--- config.mk ---
export PLATFORM = sky130hd
export DESIGN_NAME = ccmf_div
export DESIGN_NICKNAME = d
export VERILOG_FILES = /design/src/hw/rtl/ccmf_pkg.sv /design/src/hw/rtl/ccmf_div.sv
export SDC_FILE = /design/constraint.sdc
export NUM_CORES = 1
export LEC_CHECK = 0
export BUFFER_PORTS_ARGS = -buffer_cell sky130_fd_sc_hd__buf_4
export CELL_PAD_IN_SITES_DETAIL_PLACEMENT = 1
export CELL_PAD_IN_SITES_GLOBAL_PLACEMENT = 2
export CORE_ASPECT_RATIO = 1.1
export CORE_MARGIN = 2
export CORE_UTILIZATION = 35
export DETAILED_ROUTE_END_ITERATION = 7
export GPL_TIMING_DRIVEN = 0
export HOLD_SLACK_MARGIN = 0.05
export PLACE_DENSITY = 0.76
export SYNTH_ARGS = -nofsm -noshare
export SYNTH_HDL_FRONTEND = slang
export SYNTH_SLANG_ARGS = --single-unit
export TNS_END_PERCENT = 50
--- constraint.sdc ---
create_clock -name clock -period 2.7 [get_ports clock]
set_clock_uncertainty 0.1 [all_clocks]
set_input_delay 0.135 -clock clock [delete_from_list [all_inputs] [get_ports clock]]
set_output_delay 0.135 -clock clock [all_outputs]
set_load 0.03 [all_outputs]
--- src/hw/rtl/ccmf_pkg.sv ---
// ----------------------------------------------------------------------------
// ccmf_pkg: shared definitions for the cluster correspondence match filter
// Holds sizes, request mode codes, state codes and small helper functions.
// ----------------------------------------------------------------------------
package ccmf_pkg;

   localparam int MAX_CLUSTERS = 16;
   localparam int LBL_BITS     = $clog2(MAX_CLUSTERS);
   localparam int NCL_BITS     = LBL_BITS + 1;
   localparam int CELLS        = MAX_CLUSTERS * MAX_CLUSTERS;
   localparam int ADDR_BITS    = 2 * LBL_BITS;
   localparam int COUNT_BITS   = 13;
   localparam int PCT_SCALE    = 100;
   localparam int PCT_BITS     = 7;
   localparam int NUM_BITS     = COUNT_BITS + PCT_BITS;
   localparam int STEP_BITS    = $clog2(NUM_BITS + 1);

   typedef logic [2:0]             mode_type;
   typedef logic signed [4:0]      label_type;
   typedef logic [COUNT_BITS-1:0]  count_type;
   typedef logic [NUM_BITS-1:0]    quot_type;
   typedef logic [ADDR_BITS-1:0]   addr_type;

   // Request modes.
   localparam mode_type MODE_CLEAR    = 3'd0;
   localparam mode_type MODE_SIZE     = 3'd1;
   localparam mode_type MODE_MATCH    = 3'd2;
   localparam mode_type MODE_COMPUTE  = 3'd3;
   localparam mode_type MODE_CLASSIFY = 3'd4;

   // Controller states.
   typedef enum logic [4:0] {
      ST_IDLE = 5'b00001,
      ST_INC  = 5'b00010,
      ST_SCAN = 5'b00100,
      ST_CELL = 5'b01000,
      ST_DIV  = 5'b10000
   } state_type;

   // Divider control handed from the controller.
   typedef struct packed {
      logic      start;
      quot_type  num;
      count_type den;
   } div_req_type;

   // A label is usable when it is not noise and is inside the table.
   function automatic logic label_ok(input label_type l);
      label_ok = !l[4] && (32'(l[3:0]) < MAX_CLUSTERS);
   endfunction

   // Saturating counter increment.
   function automatic count_type sat_inc(input count_type c);
      sat_inc = (c == {COUNT_BITS{1'b1}}) ? c : c + 1'b1;
   endfunction

endpackage

--- src/hw/rtl/ccmf_div.sv ---
// ----------------------------------------------------------------------------
// ccmf_div: restoring divider
// Produces one quotient bit per cycle; done pulses with the quotient.
// ----------------------------------------------------------------------------
module ccmf_div (
   input  logic                  clock,
   input  logic                  reset,
   input  ccmf_pkg::div_req_type req,
   output logic                  done,
   output ccmf_pkg::quot_type     quot
);
   import ccmf_pkg::*;

   logic                  busy_ff, busy_in;
   logic                  done_ff, done_in;
   logic [STEP_BITS-1:0]  step_ff, step_in;
   count_type             rem_ff, rem_in;
   quot_type              quo_ff, quo_in;
   count_type             den_ff, den_in;
   logic [COUNT_BITS:0]   trial;
   logic                  fits;

   // One shift-subtract step.
   always_comb begin
      trial   = {rem_ff, quo_ff[NUM_BITS-1]};
      fits    = trial >= {1'b0, den_ff};
      busy_in = busy_ff;
      done_in = 1'b0;
      step_in = step_ff;
      rem_in  = rem_ff;
      quo_in  = quo_ff;
      den_in  = den_ff;
      if (req.start) begin
         busy_in = 1'b1;
         step_in = '0;
         rem_in  = '0;
         quo_in  = req.num;
         den_in  = req.den;
      end else if (busy_ff) begin
         rem_in  = fits ? COUNT_BITS'(trial - {1'b0, den_ff}) : trial[COUNT_BITS-1:0];
         quo_in  = {quo_ff[NUM_BITS-2:0], fits};
         step_in = step_ff + 1'b1;
         if (step_ff == STEP_BITS'(NUM_BITS - 1)) begin
            busy_in = 1'b0;
            done_in = 1'b1;
         end
      end
   end

   always_ff @(posedge clock) begin
      if (reset) begin
         busy_ff <= 1'b0;
         done_ff <= 1'b0;
         step_ff <= '0;
      end else begin
         busy_ff <= busy_in;
         done_ff <= done_in;
         step_ff <= step_in;
      end
      rem_ff <= rem_in;
      quo_ff <= quo_in;
      den_ff <= den_in;
   end

   assign done = done_ff;
   assign quot = quo_ff;

endmodule
==> results of run 1 <==
layer usage:
metal	GRT usage, %	vias to the layer above	part of all wire (%)
li1	-	1188	-
met4	4.14	0	0.98
met2	33.1	56	51
met5	0	-	0
met3	4.09	9	4.8
met1	22.0	1182	43
logic make-up (layout without fill, tap and decap cells):
logic type	Yosys count	in the layout	synth area share, %
mux	22	22	8.51
buf+inv	29	131	4.08
xor+xnor	12	12	3.65
flops	53	53	48.3
simple gates	75	75	12.7
compound gates	58	58	15.9
fa+ha+maj	15	15	6.78
state kept, by name (all words and copies together), names as in the netlist:
register  flops
busy_ff       1
step_ff       5
den_ff       13
quot         20
done          1
rem_ff       13
cell usage after synthesis (all sizes together), types with 2 or more instances:
| master | instances | share of area, % |
|---|---|---|
| edfxtp | 33 | 34 |
| nor2 | 28 | 3.6 |
| dfxtp | 20 | 14 |
| mux2 | 20 | 7.8 |
| inv | 18 | 2.3 |
| ha | 14 | 6.1 |
| nand2 | 13 | 1.9 |
| nand3 | 10 | 1.7 |
| o21ai | 10 | 1.7 |
| a21oi | 9 | 1.6 |
| clkbuf | 8 | 1.0 |
| o41ai | 6 | 1.8 |
| xnor2 | 6 | 1.8 |
| xor2 | 6 | 1.8 |
| nor3 | 5 | 0.87 |
| a311oi | 4 | 1.2 |
| a31oi | 4 | 0.87 |
| a21o | 3 | 0.78 |
| and2 | 3 | 0.74 |
| nand4 | 3 | 0.65 |
| o211ai | 3 | 0.96 |
| a211oi | 2 | 0.52 |
| a221o | 2 | 0.70 |
| a31o | 2 | 0.61 |
| buf | 2 | 0.56 |
| mux2i | 2 | 0.70 |
| nor2b | 2 | 0.43 |
| nor4 | 2 | 0.43 |
| o211a | 2 | 0.96 |
| o21a | 2 | 0.52 |
| or2 | 2 | 0.43 |
| or4 | 2 | 0.52 |
final cells by class:
cell class	count	area share, %
plain buffers	10	1.17
clock buffers	6	1.83
clock inverters	2	0.885
inverters	19	1.80
multi-input cells	182	35.8
flip-flops and latches	53	35.2
well taps	108	3.41
repair buffers	94	20.0
power breakdown:
| part | switching, mW | internal (mW) | leakage, nW |
|---|---|---|---|
| clock | 0.271 | 0.276 | 0.0552 |
| sequential | 0.0460 | 0.941 | 0.492 |
| combinational | 0.358 | 0.289 | 1.08 |
| total | 0.675 | 1.51 | 1.62 |
what timing repair did:
action,in CTS,in global routing
resized for setup,1,5
setup buffers,2,2
hold endpoints to repair,34,0
cloned,0,0
setup endpoints to repair,6,9
hold buffers,34,0
pin swaps,2,2
how the worst min path moves through the flow:
stage | startpoint | to | cells after the start
after floorplan | reset | busy_ff | 1
after global routing | req[33] | den_ff[1] | 1
final | req[33] | den_ff[1] | 1
after detailed placement | reset | busy_ff | 2
after global placement | reset | busy_ff | 2
after CTS | req[33] | den_ff[1] | 1
worst max-delay path: stages, from the launching register on:
cell and delay, ns:
edfxtp_1 0.42, inv_1 0.07, ha_1 0.17, inv_1 0.06, fa_2 0.35, a21o_1 0.22, nand3_2 0.11, nand2_2 0.11
o211ai_4 0.24, nand2_2 0.18, mux2_2 0.31
stage by stage:
step	area, µm²	TNS [ns]	hold WS, ns	power [mW]	setup slack [ns]
global route	3960	-0.0352	0.0912	2.28	-0.0352
global placement	3440	-0.218	0.202	1.58	-0.136
detailed placement	3440	-0.325	0.206	1.59	-0.154
finish	3960	0	0.0972	2.18	0.108
floorplan	2890	0	0.107	1.39	0.0310
CTS	3910	0	0.101	2.17	0.0445
==> run_results.csv, run 1 <==
group,metric,value,unit
detailed_routing,vias,2435,
sta,rsz0062_at_grt,"true",
global_routing,grt_antenna_before_repair,0,
worst_setup_path,ff2ff_path_depth,10,
synth,synthArstFlopShare,0,%
place,place.gp.congestion,0.780,
power,powerDensity,551,nW/µm²
power,p_leak,1.62,nW
synth,ys_seq_elements,53,
detailed_routing,route.detailed.drc,0,
detailed_routing,drt_wl_total,8040,µm
clocking,clkLatencyLatePin,0.31,ns
synth,synth_area_per_cell,10.9,µm²
worst_setup_path,reg2reg_slack,0.11,ns
floorplan,ios,57,
layout,multi_input_area,1420,µm²
detailed_routing,dr.pass1.iters,4,
place,dp_cells,428,
detailed_routing,wl_per_cell,17.0,µm
worst_setup_path,crit_type,"reg2reg",
clocking,cts_sinks,53,
layout,final_cells,474,
worst_setup_path,r2r-start,"quot[19]",
floorplan,num_rows,34,
layout,layout_common_cells,"buf_4, dlygate4sd3_1, edfxtp_1, nor2_1",
place,io_buffers,56,
flow_run,cap_violations,0,
synth,synth_nets,315,
synth,synth_cells,264,
clocking,cts_buffer_depth,2,
clocking,cts_root_buffer,"clkbuf_8",
detailed_routing,vias_per_cell,5.14,
power,vdd_drop_max,0.000251,V
layout,fill_cells,899,
sta,finalCriticalPeriod,2.59,ns
worst_setup_path,critPathMaxFanout,8,
place,hpwlAfterDp,5500,µm
clocking,cts_tree,"built",
sta,setup_viol,0,
floorplan,start_util,36.2,%
synth,synthesis.area,2880,µm²
layout,drive_above_1_share,29.2,%
global_routing,grt_pass1_wl,13100,µm
sta,hold_viol,0,
layout,utilization,49.7,%
clocking,cts_buffers,5,
global_routing,overflow,0,
worst_setup_path,cp.arrival,2.56,ns
layout,mostFrequentLayoutCell,"buf_4",
outcome,status,"completed",
layout,area_growth,37.4,%
synth,ys.flop_type,"edfxtp_1",
floorplan,die_area,8970,µm²
floorplan,die_h,99.1,µm
layout,finalNetCount,416,
layout,antenna_cells,0,
clocking,path_clk_slew,0.10,ns
sta,slew_violations,0,
detailed_routing,drt_iter0_drc,95,
detailed_routing,ant_nets,0,
worst_setup_path,r2r_end,"quot[0]",
floorplan,core_area,7960,µm²
worst_setup_path,startpoint,"quot[19]",
clocking,h-tree-depth,2,
worst_hold_path,hp-class,"in2reg",
sta,tightestPinTransition,0.749,ns
global_routing,grt_pass1_vias,2624,
worst_setup_path,cp-endpoint,"quot[0]",
synth,yosysWarnings,0,
layout,area.sequential,1390,µm²
sta,max_freq,386,MHz
synth,ys_seq_area_share,48.3,%
floorplan,die_w,90.5,µm
synth,synth_edf_count,33,
global_routing,grt_use_total,18.2,%
sta,slew_headroom,50.0,%
worst_setup_path,crit_path_end_kind,"flip-flop",
sta,fin_crit_sh,96.0,%
worst_setup_path,start_kind,"flip-flop",
global_routing,grt_max_degree,21,
worst_setup_path,required,2.67,ns
synth,synth_cell_types,55,
No activity file was read; power rests on OpenSTA's default activity.
==> inputs of run 2 (changes only) <==
--- a/config.mk
+++ b/config.mk
@@ -14,6 +14,7 @@
 export DETAILED_ROUTE_END_ITERATION = 7
 export GPL_TIMING_DRIVEN = 0
 export HOLD_SLACK_MARGIN = 0.05
+export MAX_ROUTING_LAYER = met4
 export PLACE_DENSITY = 0.76
 export SYNTH_ARGS = -nofsm -noshare
 export SYNTH_HDL_FRONTEND = slang
==> run_results.csv, run 2 (synthesis results as in run 1) <==
group,metric,value,unit
outcome,status,"completed",
clocking,cts_tree,"built",
worst_hold_path,hp-class,"in2reg",
global_routing,grt_use_total,18.8,%
global_routing,busiest_layer,"met2",
sta,setup_viol,0,
global_routing,grt_pass1_wl,13100,µm
detailed_routing,ant_nets,0,
clocking,path_clk_slew,0.10,ns
layout,area_growth,37.4,%
layout,finalNetCount,416,
worst_setup_path,crit_type,"reg2reg",
detailed_routing,wl_per_cell,16.9,µm
global_routing,grt_use_met2,33.1,%
worst_setup_path,cp.arrival,2.56,ns
clocking,clkLatencyLatePin,0.31,ns
clocking,cts_sinks,53,
global_routing,met3_usage,3.71,%
sta,finalCriticalPeriod,2.60,ns
sta,rsz0062_at_grt,"true",
place,place.gp.congestion,0.791,
floorplan,die_area,8970,µm²
worst_setup_path,critPathMaxFanout,8,
floorplan,start_util,36.2,%
sta,slew_headroom,49.7,%
power,vdd_drop_max,0.000250,V
floorplan,num_rows,34,
detailed_routing,route.detailed.drc,0,
floorplan,die_w,90.5,µm
layout,layout_common_cells,"buf_4, dlygate4sd3_1, edfxtp_1, nor2_1",
sta,fin_crit_sh,96.1,%
sta,hold_viol,0,
global_routing,overflow,0,
sta,setup_slack,0.105,ns
power,powerDensity,550,nW/µm²
clocking,cts_buffers,5,
sta,tightestPinTransition,0.754,ns
worst_setup_path,start_kind,"flip-flop",
power,total_power,2.18,mW
global_routing,grt_antenna_before_repair,0,
clocking,cts_buffer_depth,2,
worst_setup_path,required,2.67,ns
detailed_routing,drt_wl_total,8010,µm
place,hpwlAfterDp,5500,µm
global_routing,grtUsageMet1,22.5,%
floorplan,core_area,7960,µm²
clocking,h-tree-depth,2,
worst_setup_path,crit_path_end_kind,"flip-flop",
layout,antenna_cells,0,
layout,largest_reg_flops,20,
detailed_routing,vias,2422,
detailed_routing,dr.pass1.iters,4,
sta,max_freq,385,MHz
global_routing,grt_max_degree,21,
detailed_routing,vias_per_cell,5.11,
detailed_routing,drt_iter0_drc,77,
place,io_buffers,56,
sta,slew_violations,0,
layout,mostFrequentLayoutCell,"buf_4",
floorplan,die_h,99.1,µm
clocking,cts_root_buffer,"clkbuf_8",
flow_run,cap_violations,0,
layout,drive_above_1_share,29.2,%
place,dp_worst_setup_slack,-0.154,ns
floorplan,ios,57,
global_routing,grt_pass1_vias,2619,
power,p_leak,1.62,nW
## run 2: cell counts in the layout (fill, tap and decap cells not counted)
No cell type changed its count.
## run 2: area by class of cell
type	instances	area, µm²
flip-flops and latches	53	1390
multi-input cells	182	1420
repair buffers	94	791
well taps	108	135
inverters	19	71.3
fillers	899	4000
plain buffers	10	46.3
clock inverters	2	35.0
clock buffers	6	72.6
## run 2: metal layers
layer  wire length (µm)  up-vias
met5                  0        -
met2               4090       52
met1               3550     1176
met4                 94        0
met3                274       10
li1                   -     1184
## run 2: report_power, final
part | leakage [nW] | internal, mW | switching [mW]
registers | 0.492 | 0.941 | 0.0459
clock network | 0.0552 | 0.276 | 0.268
logic | 1.08 | 0.290 | 0.358
## run 2: final timing paths
| kind | start | end | slack [ns] | depth (start not counted) |
|---|---|---|---|---|
| worst max-delay path | quot[19] | quot[0] | 0.10 | 10 |
| worst min-delay path | req[33] | den_ff[1] | 0.1 | 1 |
| worst max register to register | quot[19] | quot[0] | 0.10 | 10 |
| worst min register to register | step_ff[4] | done | 0.44 | 2 |
## run 2: repair_timing
| action | in CTS | in global routing |
|---|---|---|
| gates cloned | 0 | 0 |
| pin swaps | 2 | 2 |
| gates resized for setup | 1 | 5 |
| hold buffers | 34 | 0 |
| setup endpoints to repair | 6 | 9 |
| endpoints found under the hold margin | 34 | 0 |
| buffers inserted | 2 | 2 |
## run 2: worst max-delay path: stages (launching register included)
cell,delay [ns]
edfxtp_1,0.42
inv_1,0.07
ha_1,0.17
inv_1,0.06
fa_2,0.35
a21o_1,0.22
nand3_2,0.11
nand2_2,0.12
o211ai_4,0.25
nand2_2,0.18
mux2_2,0.31
## run 2: per-stage QoR
| step | util, % | cell area [µm²] | TNS [ns] | hold slack (ns) | std cells |
|---|---|---|---|---|---|
| floorplan | - | 2890 | 0 | 0.107 | 264 |
| global placement | 43.3 | 3440 | -0.218 | 0.202 | 428 |
| detailed placement | 43.3 | 3440 | -0.325 | 0.206 | 428 |
| CTS | 49.2 | 3910 | 0 | 0.101 | 472 |
| global route | 49.7 | 3960 | -0.0358 | 0.0877 | 474 |
| finish | 49.7 | 3960 | 0 | 0.0989 | 474 |
==> inputs of run 3 (changes only) <==
--- a/config.mk
+++ b/config.mk
@@ -11,6 +11,7 @@
 export CORE_ASPECT_RATIO = 1.1
 export CORE_MARGIN = 2
 export CORE_UTILIZATION = 35
+export CTS_CLUSTER_SIZE = 40
 export DETAILED_ROUTE_END_ITERATION = 7
 export GPL_TIMING_DRIVEN = 0
 export HOLD_SLACK_MARGIN = 0.05
==> constraint.sdc (replaced) <==
create_clock -name clock -period 2.7 [get_ports clock]
set_clock_uncertainty 0.1 [all_clocks]
set_input_delay 0.54 -clock clock [delete_from_list [all_inputs] [get_ports clock]]
set_output_delay 0.54 -clock clock [all_outputs]
set_load 0.03 [all_outputs]
==> run_results.csv, run 3 (synthesis results as in run 1) <==
group,metric,value,unit
sta,hold_viol,0,
detailed_routing,route.detailed.drc,0,
sta,finalCriticalPeriod,2.60,ns
worst_setup_path,crit_chain,"inv_1 -> ha_1 -> inv_1 -> fa_2 -> a21o_1 -> nand3_2 -> nand2_2 -> o211ai_4 -> nand2_2 -> mux2_2",
worst_setup_path,cpPeakStageDelay,0.42,ns
sta,hold_ws,0.281,ns
clocking,cts_tree,"built",
clocking,holdBufCountCts,0,
worst_setup_path,r2r-start,"quot[19]",
clocking,cts_buffer_depth,2,
place,io_buffers,56,
worst_setup_path,cp_top_family,"adder cells",
detailed_routing,drt_iter0_drc,76,
place,hpwlAfterDp,5500,µm
clocking,cts_buffers,5,
worst_setup_path,ff2ff_path_depth,10,
floorplan,num_rows,34,
layout,fill_cells,917,
power,total_power,2.13,mW
outcome,status,"completed",
global_routing,grt_pass1_vias,2446,
sta,slew_violations,0,
layout,area_growth,25.6,%
worst_setup_path,r2r_end,"quot[0]",
floorplan,start_util,36.2,%
sta,fin_setup_tns,0,ns
worst_setup_path,reg2reg_slack,0.10,ns
global_routing,overflow,0,
layout,largest_reg_flops,20,
sta,slew_headroom,49.9,%
worst_setup_path,cp.arrival,2.56,ns
floorplan,die_h,99.1,µm
worst_setup_path,crit_buf_inv,2,
flow_run,cap_violations,0,
sta,max_freq,385,MHz
worst_hold_path,whs_path_depth,2,
clocking,path_clk_slew,0.10,ns
layout,layout_common_cells,"buf_4, edfxtp_1, nor2_1, mux2_2, dfxtp_1",
worst_setup_path,start_kind,"flip-flop",
worst_hold_path,hp-class,"in2reg",
sta,rsz0062_at_grt,"true",
layout,drive_above_1_share,32.2,%
worst_setup_path,required,2.67,ns
clocking,clkLatencyLatePin,0.31,ns
worst_setup_path,critPathMaxFanout,8,
floorplan,die_area,8970,µm²
layout,mostFrequentLayoutCell,"buf_4",
clocking,h-tree-depth,2,
sta,tightestPinTransition,0.750,ns
detailed_routing,vias,2294,
worst_setup_path,crit_path_end_kind,"flip-flop",
power,p_leak,1.48,nW
power,powerDensity,589,nW/µm²
layout,antenna_cells,0,
worst_hold_path,min-delay-start,"reset",
global_routing,grt_antenna_before_repair,0,
detailed_routing,vias_per_cell,5.21,
global_routing,grt_max_degree,21,
clocking,cts_root_buffer,"clkbuf_8",
sta,setup_viol,0,
worst_setup_path,crit_type,"reg2reg",
floorplan,ios,57,
place,place.gp.congestion,0.791,
clocking,cts_sinks,53,
sta,fin_crit_sh,96.2,%
detailed_routing,ant_nets,0,
power,vdd_drop_max,0.000303,V
worst_hold_path,holdPathEnd,"busy_ff",
global_routing,grt_pass1_wl,12200,µm
detailed_routing,dr.pass1.iters,4,
detailed_routing,drt_wl_total,7370,µm
layout,finalNetCount,382,
floorplan,die_w,90.5,µm
detailed_routing,wl_per_cell,16.8,µm
global_routing,grt_use_total,17.4,%
worst_setup_path,cp_slowest_cell,"edfxtp_1",
floorplan,core_area,7960,µm²
-- run 3: changes by cell type in the layout (fill, tap and decap cells not counted), sizes merged --
cell and change:
dlygate4sd3 -34
-- run 3: final cells by class --
type / count / area (µm²) / share of cell area (%)
Sequential cell: 53 / 1390 / 38.5
Clock buffer: 6 / 72.6 / 2.01
Timing Repair Buffer: 60 / 450 / 12.5
Clock inverter: 2 / 35.0 / 0.969
Buffer: 10 / 46.3 / 1.28
Tap cell: 108 / 135 / 3.74
Inverter: 19 / 71.3 / 1.97
Multi-Input combinational cell: 182 / 1420 / 39.1
-- run 3: worst register-to-register path, delay by kind of cell (launching register included) --
family | cells | cell delay [ns]
fa+ha+maj | 2 | 0.52
flops | 1 | 0.42
simple gates | 3 | 0.41
compound gates | 2 | 0.46
mux | 1 | 0.31
buf+inv | 2 | 0.14
-- run 3: where the power goes --
| part | switching (mW) | total, mW | leakage [nW] | internal [mW] |
|---|---|---|---|---|
| Sequential | 0.0453 | 0.986 | 0.492 | 0.941 |
| Combinational | 0.346 | 0.603 | 0.934 | 0.257 |
| Clock | 0.264 | 0.540 | 0.0552 | 0.276 |
-- run 3: worst max-delay path by stage --
stage                   start         to  slack, ns  cells past startpoint
floorplan            quot[19]    quot[0]       0.03                     10
detailed placement   quot[19]    quot[0]      -0.15                     10
global route        den_ff[7]    quot[0]      -0.04                      7
global placement     quot[19]    quot[0]      -0.14                     10
finish               quot[19]    quot[0]       0.10                     10
CTS                  quot[19]  rem_ff[9]       0.04                     11
-- run 3: metrics by stage --
stage               instances  setup WS [ns]  instance area, µm²  utilization, %
finish                    440          0.102                3620            45.5
global route              440        -0.0379                3620            45.5
CTS                       438         0.0445                3570            44.9
detailed placement        428         -0.154                3440            43.3
global placement          428         -0.136                3440            43.3
floorplan                 264         0.0310                2890               -
-- run 3: routing by layer --
layer	wire (µm)	track usage, %	up-vias
met4	91	3.79	0
met3	336	3.64	10
li1	-	-	1119
met2	3680	29.4	54
met1	3270	21.7	1111
met5	0	-	-
-- run 3: what timing repair did --
item / CTS / global route
pin swaps: 2 / 2
setup buffers: 2 / 2
gates resized for setup: 1 / 5
setup endpoints to repair: 6 / 9
